`config.mk`:
```
export PLATFORM = sky130hd
export DESIGN_NAME = nd_circular_shift_address
export DESIGN_NICKNAME = d
export VERILOG_FILES = /design/src/sv/csa_pkg.sv /design/src/sv/csa_shift_reduce.sv /design/src/sv/csa_split.sv /design/src/sv/csa_recombine.sv /design/src/sv/nd_circular_shift_address.sv
export SDC_FILE = /design/constraint.sdc
export NUM_CORES = 2
export LEC_CHECK = 0
export BUFFER_PORTS_ARGS = -buffer_cell sky130_fd_sc_hd__buf_2
export CORE_ASPECT_RATIO = 0.9
export CORE_UTILIZATION = 35
export DETAILED_ROUTE_END_ITERATION = 8
export GPL_ROUTABILITY_DRIVEN = 0
export PLACE_DENSITY_LB_ADDON = 0.3
export SYNTH_ARGS = -nofsm -noshare
export SYNTH_HDL_FRONTEND = slang
export SYNTH_SLANG_ARGS = --single-unit
```
`constraint.sdc`:
```
create_clock -name clk -period 28.5 [get_ports clk]
set_input_delay 2.85 -clock clk [delete_from_list [all_inputs] [get_ports clk]]
set_output_delay 2.85 -clock clk [all_outputs]
set_load 0.01 [all_outputs]
```
`src/sv/csa_pkg.sv`:
```
// Shared types, constants and helpers for the circular shift address generator.
`default_nettype none

package csa_pkg;

  // Number of array dimensions and subscript width.
  localparam int NUM_DIMS = 3;
  localparam int DIM_BITS = 10;

  // A size register holds one more bit than a subscript so that 2**DIM_BITS fits.
  localparam int SIZE_W = DIM_BITS + 1;

  // Linear index width.
  localparam int IDX_W = 30;

  // Configuration port geometry.
  localparam int APB_ADDR_W = 5;
  localparam int APB_DATA_W = 32;
  localparam int REG_IDX_W  = APB_ADDR_W - 2;

  typedef logic [SIZE_W-1:0]   size_t;
  typedef logic [DIM_BITS-1:0] sub_t;
  typedef logic [IDX_W-1:0]    idx_t;
  typedef logic [REG_IDX_W-1:0] reg_idx_t;

  typedef size_t [NUM_DIMS-1:0] size_vec_t;
  typedef sub_t  [NUM_DIMS-1:0] sub_vec_t;

  // Effective geometry seen by the datapath: clamped sizes and reduced shifts.
  typedef struct packed {
    size_vec_t size;
    sub_vec_t  shift;
  } csa_cfg_t;

  // Register map, as word indexes.
  localparam reg_idx_t REG_SIZE_DIM0  = reg_idx_t'(0);
  localparam reg_idx_t REG_SIZE_DIM1  = reg_idx_t'(1);
  localparam reg_idx_t REG_SIZE_DIM2  = reg_idx_t'(2);
  localparam reg_idx_t REG_SHIFT_DIM0 = reg_idx_t'(3);
  localparam reg_idx_t REG_SHIFT_DIM1 = reg_idx_t'(4);
  localparam reg_idx_t REG_SHIFT_DIM2 = reg_idx_t'(5);

  // A size of zero acts as one; a size above 2**DIM_BITS saturates there.
  function automatic size_t eff_size(input size_t raw);
    size_t limit;
    size_t res;
    limit = size_t'(1) << DIM_BITS;
    if (raw == '0) begin
      res = size_t'(1);
    end else if (raw > limit) begin
      res = limit;
    end else begin
      res = raw;
    end
    return res;
  endfunction

endpackage

`default_nettype wire

```
`src/sv/csa_shift_reduce.sv`:
```
// Sequencer that reduces each configured shift modulo its effective size.
`default_nettype none

module csa_shift_reduce import csa_pkg::*; (
  input  logic      clk,
  input  logic      rst_n,
  input  logic      load,
  input  size_vec_t sizes,
  input  sub_vec_t  shifts_raw,
  output sub_vec_t  shifts_mod,
  output logic      busy
);

  localparam int CNT_W = $clog2(DIM_BITS + 2);
  localparam logic [CNT_W-1:0] CNT_LOAD = CNT_W'(DIM_BITS + 1);

  logic [CNT_W-1:0] cnt_r;
  sub_vec_t         rem_r;
  sub_vec_t         rem_nxt;
  sub_vec_t         dvd_r;
  sub_vec_t         dvd_nxt;
  size_t            trial;

  // One restoring remainder step per cycle for all dimensions in parallel.
  always_comb begin
    trial   = '0;
    rem_nxt = rem_r;
    dvd_nxt = dvd_r;
    for (int d = 0; d < NUM_DIMS; d++) begin
      trial      = {rem_r[d], dvd_r[d][DIM_BITS-1]};
      dvd_nxt[d] = dvd_r[d] << 1;
      if (trial >= sizes[d]) begin
        rem_nxt[d] = DIM_BITS'(trial - sizes[d]);
      end else begin
        rem_nxt[d] = trial[DIM_BITS-1:0];
      end
    end
  end

  // The first count after a write picks up the freshly written registers.
  always_ff @(posedge clk) begin
    if (!rst_n) begin
      cnt_r <= '0;
      rem_r <= '0;
    end else if (load) begin
      cnt_r <= CNT_LOAD;
    end else if (cnt_r == CNT_LOAD) begin
      cnt_r <= cnt_r - 1'b1;
      rem_r <= '0;
    end else if (cnt_r != '0) begin
      cnt_r <= cnt_r - 1'b1;
      rem_r <= rem_nxt;
    end
  end

  always_ff @(posedge clk) begin
    if (cnt_r == CNT_LOAD) begin
      dvd_r <= shifts_raw;
    end else if (cnt_r != '0) begin
      dvd_r <= dvd_nxt;
    end
  end

  assign shifts_mod = rem_r;
  assign busy       = (cnt_r != '0);

endmodule

`default_nettype wire

```
`src/sv/csa_split.sv`:
```
// Pipelined mixed-radix split of a linear index into per-dimension remainders.
`default_nettype none

module csa_split import csa_pkg::*; #(
  parameter int STEP_BITS = 5
) (
  input  logic      clk,
  input  logic      rst_n,
  input  logic      in_vld,
  input  idx_t      in_index,
  input  size_vec_t sizes,
  output logic      out_vld,
  output sub_vec_t  out_rems
);

  localparam int STAGES = (IDX_W + STEP_BITS - 1) / STEP_BITS;
  localparam int PW     = STAGES * STEP_BITS;
  localparam int NSTG   = NUM_DIMS * STAGES;

  logic [NSTG-1:0] vld_r;
  logic [PW-1:0]   rest_r [NSTG];
  sub_t            rem_r  [NSTG];
  sub_vec_t        subs_r [NSTG];

  for (genvar k = 0; k < NSTG; k++) begin : g_stage
    localparam int D = k / STAGES;
    localparam int J = k % STAGES;

    logic          vld_in;
    logic [PW-1:0] rest_in;
    sub_t          rem_in;
    sub_vec_t      subs_in;
    logic [PW-1:0] rest_nxt;
    sub_t          rem_nxt;
    size_t         trial;

    if (k == 0) begin : g_first
      assign vld_in  = in_vld;
      assign rest_in = PW'(in_index);
      assign rem_in  = '0;
      assign subs_in = '0;
    end else if (J == 0) begin : g_dim_start
      // The quotient of the previous dimension is the next dividend.
      assign vld_in  = vld_r[k-1];
      assign rest_in = rest_r[k-1];
      assign rem_in  = '0;
      always_comb begin
        subs_in      = subs_r[k-1];
        subs_in[D-1] = rem_r[k-1];
      end
    end else begin : g_mid
      assign vld_in  = vld_r[k-1];
      assign rest_in = rest_r[k-1];
      assign rem_in  = rem_r[k-1];
      assign subs_in = subs_r[k-1];
    end

    // Restoring division: dividend bits leave at the top, quotient bits enter at the bottom.
    always_comb begin
      trial    = '0;
      rest_nxt = rest_in;
      rem_nxt  = rem_in;
      for (int i = 0; i < STEP_BITS; i++) begin
        trial    = {rem_nxt, rest_nxt[PW-1]};
        rest_nxt = {rest_nxt[PW-2:0], 1'b0};
        if (trial >= sizes[D]) begin
          rem_nxt     = DIM_BITS'(trial - sizes[D]);
          rest_nxt[0] = 1'b1;
        end else begin
          rem_nxt = trial[DIM_BITS-1:0];
        end
      end
    end

    always_ff @(posedge clk) begin
      if (!rst_n) begin
        vld_r[k] <= 1'b0;
      end else begin
        vld_r[k] <= vld_in;
      end
    end

    always_ff @(posedge clk) begin
      rest_r[k] <= rest_nxt;
      rem_r[k]  <= rem_nxt;
      subs_r[k] <= subs_in;
    end
  end

  assign out_vld = vld_r[NSTG-1];

  always_comb begin
    out_rems             = subs_r[NSTG-1];
    out_rems[NUM_DIMS-1] = rem_r[NSTG-1];
  end

endmodule

`default_nettype wire

```
`src/sv/csa_recombine.sv`:
```
// Applies the circular shifts and rebuilds the linear source index by multiply-add.
`default_nettype none

module csa_recombine import csa_pkg::*; (
  input  logic     clk,
  input  logic     rst_n,
  input  logic     in_vld,
  input  sub_vec_t in_rems,
  input  csa_cfg_t cfg,
  output logic     out_vld,
  output idx_t     out_index,
  output sub_vec_t out_subs
);

  localparam int NMUL = NUM_DIMS - 1;

  logic     vld_r  [NMUL+1];
  idx_t     acc_r  [NMUL+1];
  sub_vec_t subs_r [NMUL+1];
  sub_vec_t sub_nxt;

  // Move each subscript back by its shift, wrapping within the size.
  always_comb begin
    for (int d = 0; d < NUM_DIMS; d++) begin
      if (in_rems[d] >= cfg.shift[d]) begin
        sub_nxt[d] = in_rems[d] - cfg.shift[d];
      end else begin
        sub_nxt[d] = DIM_BITS'(SIZE_W'(in_rems[d]) + cfg.size[d] - SIZE_W'(cfg.shift[d]));
      end
    end
  end

  always_ff @(posedge clk) begin
    if (!rst_n) begin
      vld_r[0] <= 1'b0;
    end else begin
      vld_r[0] <= in_vld;
    end
  end

  always_ff @(posedge clk) begin
    subs_r[0] <= sub_nxt;
    acc_r[0]  <= idx_t'(sub_nxt[NUM_DIMS-1]);
  end

  // Horner evaluation from the slowest dimension down, one multiply per stage.
  for (genvar m = 1; m <= NMUL; m++) begin : g_mac
    localparam int D = NUM_DIMS - 1 - m;

    always_ff @(posedge clk) begin
      if (!rst_n) begin
        vld_r[m] <= 1'b0;
      end else begin
        vld_r[m] <= vld_r[m-1];
      end
    end

    always_ff @(posedge clk) begin
      subs_r[m] <= subs_r[m-1];
      acc_r[m]  <= idx_t'(subs_r[m-1][D]) + idx_t'(cfg.size[D]) * acc_r[m-1];
    end
  end

  assign out_vld   = vld_r[NMUL];
  assign out_index = acc_r[NMUL];
  assign out_subs  = subs_r[NMUL];

endmodule

`default_nettype wire

```
`src/sv/nd_circular_shift_address.sv`:
```
// Top level of the circular shift address generator for a 3-D column-major array.
// Throughput: one transaction per clock; start is taken whenever busy is low.
// From acceptance to out_strobe a transaction passes the three chained pipelined dividers,
// then the shift stage and the two multiply-add stages.
// After any register write, busy stays high while the shifts are reduced.
// Reset (rst_n low, synchronous) empties the pipeline and sets sizes to 1 and shifts to 0.
`default_nettype none

module nd_circular_shift_address import csa_pkg::*; #(
  parameter int STEP_BITS = 5
) (
  input  logic                  clk,
  input  logic                  rst_n,
  // Configuration port.
  input  logic                  psel,
  input  logic                  penable,
  input  logic                  pwrite,
  input  logic [APB_ADDR_W-1:0] paddr,
  input  logic [APB_DATA_W-1:0] pwdata,
  output logic [APB_DATA_W-1:0] prdata,
  output logic                  pready,
  // Input transactions.
  input  logic                  start,
  output logic                  busy,
  input  logic [IDX_W-1:0]      in_dest_index,
  // Result transactions, one cycle each, no back-pressure.
  output logic                  out_strobe,
  output logic [IDX_W-1:0]      out_source_index,
  output logic [DIM_BITS-1:0]   out_source_sub0,
  output logic [DIM_BITS-1:0]   out_source_sub1,
  output logic [DIM_BITS-1:0]   out_source_sub2
);

  // Stage count of one divider and the resulting end-to-end latency.
  localparam int STAGES = (IDX_W + STEP_BITS - 1) / STEP_BITS;
  localparam int LAT    = NUM_DIMS * STAGES + NUM_DIMS;

  size_vec_t size_r;
  sub_vec_t  shift_r;
  sub_vec_t  shifts_mod;
  csa_cfg_t  cfg;
  reg_idx_t  reg_idx;
  logic      wr_en;
  logic      in_take;
  logic      split_vld;
  sub_vec_t  split_rems;
  sub_vec_t  out_subs;

  // ---------------------------------------------------------------------------
  // Register file. Writes complete in the access phase; pready is tied high.
  // The two low address bits are ignored, and word indexes past the map are
  // ignored on write and read back as zero.
  // ---------------------------------------------------------------------------
  assign pready  = 1'b1;
  assign reg_idx = paddr[APB_ADDR_W-1:2];
  assign wr_en   = psel & penable & pwrite;

  always_ff @(posedge clk) begin
    if (!rst_n) begin
      for (int d = 0; d < NUM_DIMS; d++) begin
        size_r[d] <= size_t'(1);
      end
      shift_r <= '0;
    end else if (wr_en) begin
      unique case (reg_idx)
        REG_SIZE_DIM0:  size_r[0]  <= pwdata[SIZE_W-1:0];
        REG_SIZE_DIM1:  size_r[1]  <= pwdata[SIZE_W-1:0];
        REG_SIZE_DIM2:  size_r[2]  <= pwdata[SIZE_W-1:0];
        REG_SHIFT_DIM0: shift_r[0] <= pwdata[DIM_BITS-1:0];
        REG_SHIFT_DIM1: shift_r[1] <= pwdata[DIM_BITS-1:0];
        REG_SHIFT_DIM2: shift_r[2] <= pwdata[DIM_BITS-1:0];
        default: ;
      endcase
    end
  end

  always_comb begin
    unique case (reg_idx)
      REG_SIZE_DIM0:  prdata = APB_DATA_W'(size_r[0]);
      REG_SIZE_DIM1:  prdata = APB_DATA_W'(size_r[1]);
      REG_SIZE_DIM2:  prdata = APB_DATA_W'(size_r[2]);
      REG_SHIFT_DIM0: prdata = APB_DATA_W'(shift_r[0]);
      REG_SHIFT_DIM1: prdata = APB_DATA_W'(shift_r[1]);
      REG_SHIFT_DIM2: prdata = APB_DATA_W'(shift_r[2]);
      default:        prdata = '0;
    endcase
  end

  // ---------------------------------------------------------------------------
  // Effective geometry. Sizes are clamped combinationally; the shifts are
  // reduced modulo the clamped size by a small sequencer after each write,
  // and busy holds off new transactions until that finishes.
  // ---------------------------------------------------------------------------
  always_comb begin
    for (int d = 0; d < NUM_DIMS; d++) begin
      cfg.size[d] = eff_size(size_r[d]);
    end
    cfg.shift = shifts_mod;
  end

  csa_shift_reduce u_shift_reduce (
    .clk        (clk),
    .rst_n      (rst_n),
    .load       (wr_en),
    .sizes      (cfg.size),
    .shifts_raw (shift_r),
    .shifts_mod (shifts_mod),
    .busy       (busy)
  );

  // ---------------------------------------------------------------------------
  // Datapath. The index is split into subscripts by three chained dividers,
  // each taking STEP_BITS quotient bits per stage. Whatever remains after the
  // last division is dropped, so indexes past the array wrap around.
  // ---------------------------------------------------------------------------
  assign in_take = start & ~busy;

  csa_split #(
    .STEP_BITS (STEP_BITS)
  ) u_split (
    .clk      (clk),
    .rst_n    (rst_n),
    .in_vld   (in_take),
    .in_index (in_dest_index),
    .sizes    (cfg.size),
    .out_vld  (split_vld),
    .out_rems (split_rems)
  );

  // Shift correction, then source index = s0 + n0*(s1 + n1*s2).
  csa_recombine u_recombine (
    .clk       (clk),
    .rst_n     (rst_n),
    .in_vld    (split_vld),
    .in_rems   (split_rems),
    .cfg       (cfg),
    .out_vld   (out_strobe),
    .out_index (out_source_index),
    .out_subs  (out_subs)
  );

  assign out_source_sub0 = out_subs[0];
  assign out_source_sub1 = out_subs[1];
  assign out_source_sub2 = out_subs[2];

  // ---------------------------------------------------------------------------
  // Assertions.
  // ---------------------------------------------------------------------------

  // Every accepted transaction produces a result once it has passed the pipeline.
  a_accept_to_result : assert property (@(posedge clk) disable iff (!rst_n)
    (start && !busy) |-> ##LAT out_strobe)
    else $error("accepted transaction did not produce a result on time");

  // No result appears without a matching earlier accepted transaction.
  a_result_has_source : assert property (@(posedge clk) disable iff (!rst_n)
    out_strobe |-> $past(start && !busy, LAT))
    else $error("result strobe without a matching accepted transaction");

  // A register write must hold off new transactions while the shifts are reduced.
  a_write_sets_busy : assert property (@(posedge clk) disable iff (!rst_n)
    (psel && penable && pwrite) |=> busy)
    else $error("busy not raised after a register write");

  // Reset leaves the block idle with an empty pipeline.
  a_reset_idle : assert property (@(posedge clk)
    !rst_n |=> (!busy && !out_strobe))
    else $error("block not idle after reset");

endmodule

`default_nettype wire

```
# Word-level counts from Yosys, hierarchy flattened
# Memories as Yosys holds them, arrays and structs flattened.
# Index checks and enable logic that the tools add are counted.
# W data, S select, Z words.
# op_classes
n_addsub	105
multipliers	2
n_lt_le_gt_ge	99
n_eq_ne	6
mux	205
bitwise	9
n_reduce_logical	15
# op_table
cell	count
$ge A11 B11 Y1	90
$mux W10	96
$sub A10 B10 Y10	96
$mux W30	4
$mux W1	95
$mux W11	6
$pmux W11 S6	1
$add A10 B30 Y30	2
$mul A11 B30 Y30	2
$ge A1 B11 Y1	3
$gt A11 B11 Y1 const B	3
$logic_not A11 Y1	3
$add A10 B10 Y10	3
$ge A10 B10 Y1	3
$sub A1 B10 Y10	3
$reduce_and A2 Y1	7
$mux W4	3
$eq A3 B2 Y1 const B	2
$eq A3 B3 Y1 const B	2
$eq A4 B4 Y1 const B	1
$reduce_bool A4 Y1	1
$sub A4 B1 Y4 const B	1
$and A1 B1 Y1	3
$eq A3 B1 Y1 const B	1
other kinds (6)	10
# totals
ff_bits	145
ram_bits	1443
input_bits	73
out_inout_bits	95
wordCells	479
memories	6
# memory_table
name	depth	width	read_ports	rd_clocked_by_memory_dff	wr	line_no	source
u_split.rest_r	18	30	17	0	18	csa_split.sv:21	logic [PW-1:0] rest_r [NSTG];
u_split.subs_r	18	30	18	0	18	csa_split.sv:23	sub_vec_t subs_r [NSTG];
u_split.rem_r	18	10	18	0	18	csa_split.sv:22	sub_t rem_r [NSTG];
u_recombine.acc_r	3	30	3	0	3	csa_recombine.sv:18	idx_t acc_r [NMUL+1];
u_recombine.subs_r	3	30	3	0	3	csa_recombine.sv:19	sub_vec_t subs_r [NMUL+1];
u_recombine.vld_r	3	1	3	0	3	csa_recombine.sv:17	logic vld_r [NMUL+1];

# Logic depth before layout (Yosys ltp)
# depth
depth_word	13
depth_mapped	57
ltp_nobuf	53

# Hierarchy
# From an unflattened synthesis, not the netlist that was laid out.
# hier_totals
cells_unflattened	10746
hier_area_um2	93986.4
# by_module_without_submodules
mod	instances	cells_each	area_each_um2	seq_area_each_um2
csa_split	1	7717	66849.1	16275.6
csa_recombine	1	2220	19493.7	2922.8
csa_shift_reduce	1	445	4239.1	1581.5
nd_circular_shift_address	1	364	3404.5	1261.2

# Least setup slack after synthesis
# Ideal clock, no wire load.
# synth_timing
path_type	reg2reg
start	reg size_r[21] (netlist name)
end	mem u_split.rem_r[10][2] (netlist name)
setup_time_ns	0.121
arrival_ns	13.404
required_ns	28.379
slack_ns	14.975
path_stages_with_launch	55
path_buffers	6
period_less_slack_ns	13.525
path_cell_list	dfxtp_1 -> clkbuf_1 -> nor2b_1 -> clkbuf_1 -> inv_1 -> ha_1 -> nor2b_1 -> o21a_1 -> o21a_1 -> o41ai_1 -> and3_1 -> nor2_1 -> buf_2 -> a21oi_1 -> ha_1 -> nor2b_1 -> o21a_1 -> o21ai_0 -> [... 19 more ...] -> o21a_1 -> o21ai_0 -> a21oi_1 -> o21ai_0 -> a31o_2 -> nand2_1 -> mux2_2 -> inv_1 -> ha_1 -> nor2b_1 -> o21ai_0 -> a21boi_0 -> o211ai_1 -> a21o_1 -> a31o_2 -> inv_1 -> clkbuf_1 -> mux2_2
# synth_rtl
item	line_no	source
start, declared	nd_circular_shift_address.sv:38	size_vec_t size_r;
start signal, assigned by index	nd_circular_shift_address.sv:61	size_r[d] <= size_t'(1);
end, declared	csa_split.sv:22	

==> results.json <==
{
  "synthFlopType": "dfxtp_1",
  "hold_path_class": "reg -> reg",
  "syn_area_um2": 91200,
  "required_ps": 29130,
  "rsz0062_at_grt": "no",
  "cts_setup_buffers": 0,
  "tns_ps": 0,
  "grt_max_degree": 95,
  "maxSlewViolCount": 0,
  "die_height_um": 486,
  "crit_top_cell": "ha_1",
  "cts_root_buffer": "clkbuf_16",
  "worst_setup_path_end_kind": "flop",
  "cts-hold-fix-buffers": 0,
  "wl_per_cell_um": 17.5,
  "worstSetupPathType": "reg -> reg",
  "cts_buffers": 115,
  "cpMaxStageDelayCell": "o41ai_1",
  "htree_levels": 3,
  "max-cap-violations": 0,
  "synth.distinct_cells": 93,
  "synth_enable_flop_cells": 30,
  "finalSetupViolCount": 0,
  "cts_sinks": 1086,
  "start_util_pct": 35.2,
  "yosys_warnings": 0,
  "track_usage_pct": 18.2,
  "finalCritPeriodShare_pct": 51.6,
  "drtIter0Drc": 5064,
  "max_slew.worst_pin.slew_ps": 1240,
  "synthArstFlopShare_pct": 0,
  "die_width_um": 540,
  "ctsResizeCount": 0,
  "grt_overflow_total": 0,
  "cts.clk_slew.worst_paths_ps": 70,
  "dp_hpwl_mm": 189,
  "grt_pass1_vias": 72700,
  "relSlewSlack_pct": 16.9,
  "cp.arrival_ps": 15350,
  "clockBufferDepth": 3,
  "ios": 168,
  "fillers": 25900,
  "drtAntennaViolNets": 0,
  "drtPass1Iterations": 6,
  "routed_wl_mm": 246,
  "routed_via_density": 5.31,
  "fin_skew_ps": 45.9,
  "route.detailed.drc": 0,
  "clock_latency_ps": 760,
  "worstPathMaxFanout": 24,
  "max_freq_mhz": 67.9,
  "num_vias": 74500,
  "core.rowCount": 177,
  "nets": 12200,
  "start_kind": "flop",
  "core_um2": 259000,
  "io_buffers": 122,
  "min_period_ps": 14720,
  "syn_inst": 10400,
  "cpPeakStageDelay_ps": 840,
  "synth-seq-cells": 1086,
  "cts_tree": "yes",
  "syn_area_per_cell_um2": 8.74,
  "drive_gt1_share_pct": 8.83,
  "antenna_found_initial": 5,
  "run_status": "completed",
  "hold_viol": 0,
  "die_area_um2": 263000,
  "grt_pass1_wl_mm": 392,
  "yosysSeqAreaShare_pct": 24.2,
  "area_growth_pct": 9.46
}
[cells in the mapped netlist, drive strengths merged (16+ instances only)]
cell / count / share of area, %
ha: 1189 / 16
dfxtp: 1056 / 23
inv: 958 / 3.9
nand2: 933 / 3.8
a21oi: 641 / 3.5
o21ai: 580 / 3.2
nor2: 561 / 2.3
xnor2: 497 / 4.8
fa: 395 / 8.7
mux2: 336 / 4.2
a21o: 296 / 2.4
nor2b: 254 / 1.7
xor2: 199 / 1.9
mux2i: 186 / 2.0
o21a: 183 / 1.5
nor3: 182 / 1.0
clkbuf: 172 / 0.71
and2: 170 / 1.2
nand4: 169 / 1.2
nand3: 168 / 0.92
nand2b: 129 / 0.89
buf: 107 / 0.79
a211oi: 93 / 0.77
a21boi: 93 / 0.77
a31oi: 82 / 0.57
o211ai: 73 / 0.61
o21bai: 67 / 0.55
or2: 61 / 0.42
or3: 58 / 0.40
o22ai: 49 / 0.34
o31ai: 48 / 0.41
a211o: 39 / 0.37
and3: 39 / 0.27
o31a: 34 / 0.33
edfxtp: 30 / 0.99
a221oi: 26 / 0.25
o41ai: 22 / 0.29
a22oi: 17 / 0.14
a221o: 16 / 0.18
a41oi: 16 / 0.15
o2111ai: 16 / 0.15
[final timing paths]
| path | cells past startpoint | from | endpoint | slack, ps |
|---|---|---|---|---|
| max | 49 | size_r[12] | u_split.rem_r[11][3] | 13780 |
| min | 0 | u_split.rest_r[9][4] | u_split.rest_r[10][9] | 290 |
| max reg2reg | 49 | size_r[12] | u_split.rem_r[11][3] | 13780 |
| min reg2reg | 0 | u_split.rest_r[9][4] | u_split.rest_r[10][9] | 290 |
[placed cells by master, fill, tap and decap left out, types with 39 or more instances in the layout]
master     instances
nor3_1           182
a31oi_1           81
nand2b_1         129
ha_1            1189
xnor2_1          497
a211o_1           39
nand4_1          169
o22ai_1           49
nand2_1          924
fa_1             395
nor2_1           560
nor2b_1          244
inv_1            937
dfxtp_1         1055
and2_1           169
buf_4            125
o211ai_1          72
a211oi_1          92
buf_2            121
o21a_1           183
or2_2             61
and3_1            39
xor2_1           199
a21boi_0          92
a21o_1           296
o21ai_0          563
clkbuf_16        115
mux2_2           334
mux2i_1          186
o31ai_1           47
o21bai_1          67
nand3_1          168
a21oi_1          636
or3_1             58
[metrics by stage]
stage / hold WS (ps) / area [µm²] / instances / worst slack, ps / util [%]
floorplan: 310 / 91300 / 10400 / 14980 / -
global placement: 310 / 95800 / 13800 / 14340 / 37.0
detailed placement: 312 / 95800 / 13800 / 14080 / 37.0
CTS: 282 / 99800 / 14000 / 14020 / 38.6
global route: 294 / 99800 / 14000 / 12680 / 38.6
finish: 294 / 99800 / 14000 / 13780 / 38.6
[sequential cells by signal (all words and copies together), names as in the netlist, 30 cells and up]
name	count
size_r	33
u_split.subs_r	180
u_shift_reduce.shifts_mod	30
u_recombine.subs_r	90
u_split.rem_r	180
u_split.rest_r	435
shift_r	30
u_recombine.acc_r	53
[area by class of cell]
type / instances / area [µm²] / area share [%]
antenna: 3 / 7.51 / 0.00752
clock buffer: 140 / 3060 / 3.07
clock inverter: 75 / 902 / 0.904
inverter: 963 / 3620 / 3.62
multi-input combinational: 8120 / 64400 / 64.5
sequential: 1086 / 22000 / 22.1
tap: 3401 / 4260 / 4.26
timing repair buffer: 246 / 1540 / 1.55
[worst max-delay path: cells and delay by family (launching register included)]
kind / cells / cell delay (ps)
flip-flops: 1 / 390
buffers and inverters: 6 / 1770
multiplexers: 2 / 780
AND/OR/NAND/NOR: 12 / 3440
adder cells (fa/ha/maj): 5 / 1470
AO/OA/AOI/OAI: 24 / 6670
[cells by family after synthesis]
family / after synthesis / synth area share, %
AO/OA/AOI/OAI: 2513 / 17.8
flip-flops: 1086 / 24.2
AND/OR/NAND/NOR: 2780 / 14.6
multiplexers: 525 / 6.27
XOR/XNOR: 696 / 6.69
adder cells (fa/ha/maj): 1584 / 25.0
other: 2 / 0.00824
buffers and inverters: 1242 / 5.46
[layer usage]
metal  wire [µm]  part of all wire (%)  GRT usage (%)  vias to the layer above
li1            -                     -              -                    36700
met2      108000                    44           28.9                     1792
met1      119000                    49           26.0                    35600
met4        6280                   2.6           5.02                        2
met5          13                0.0053              0                        -
met3       12600                   5.1           2.06                      320
Power is not shown: default switching activity piles up to over one toggle a cycle in this logic, so the estimate is an artifact.
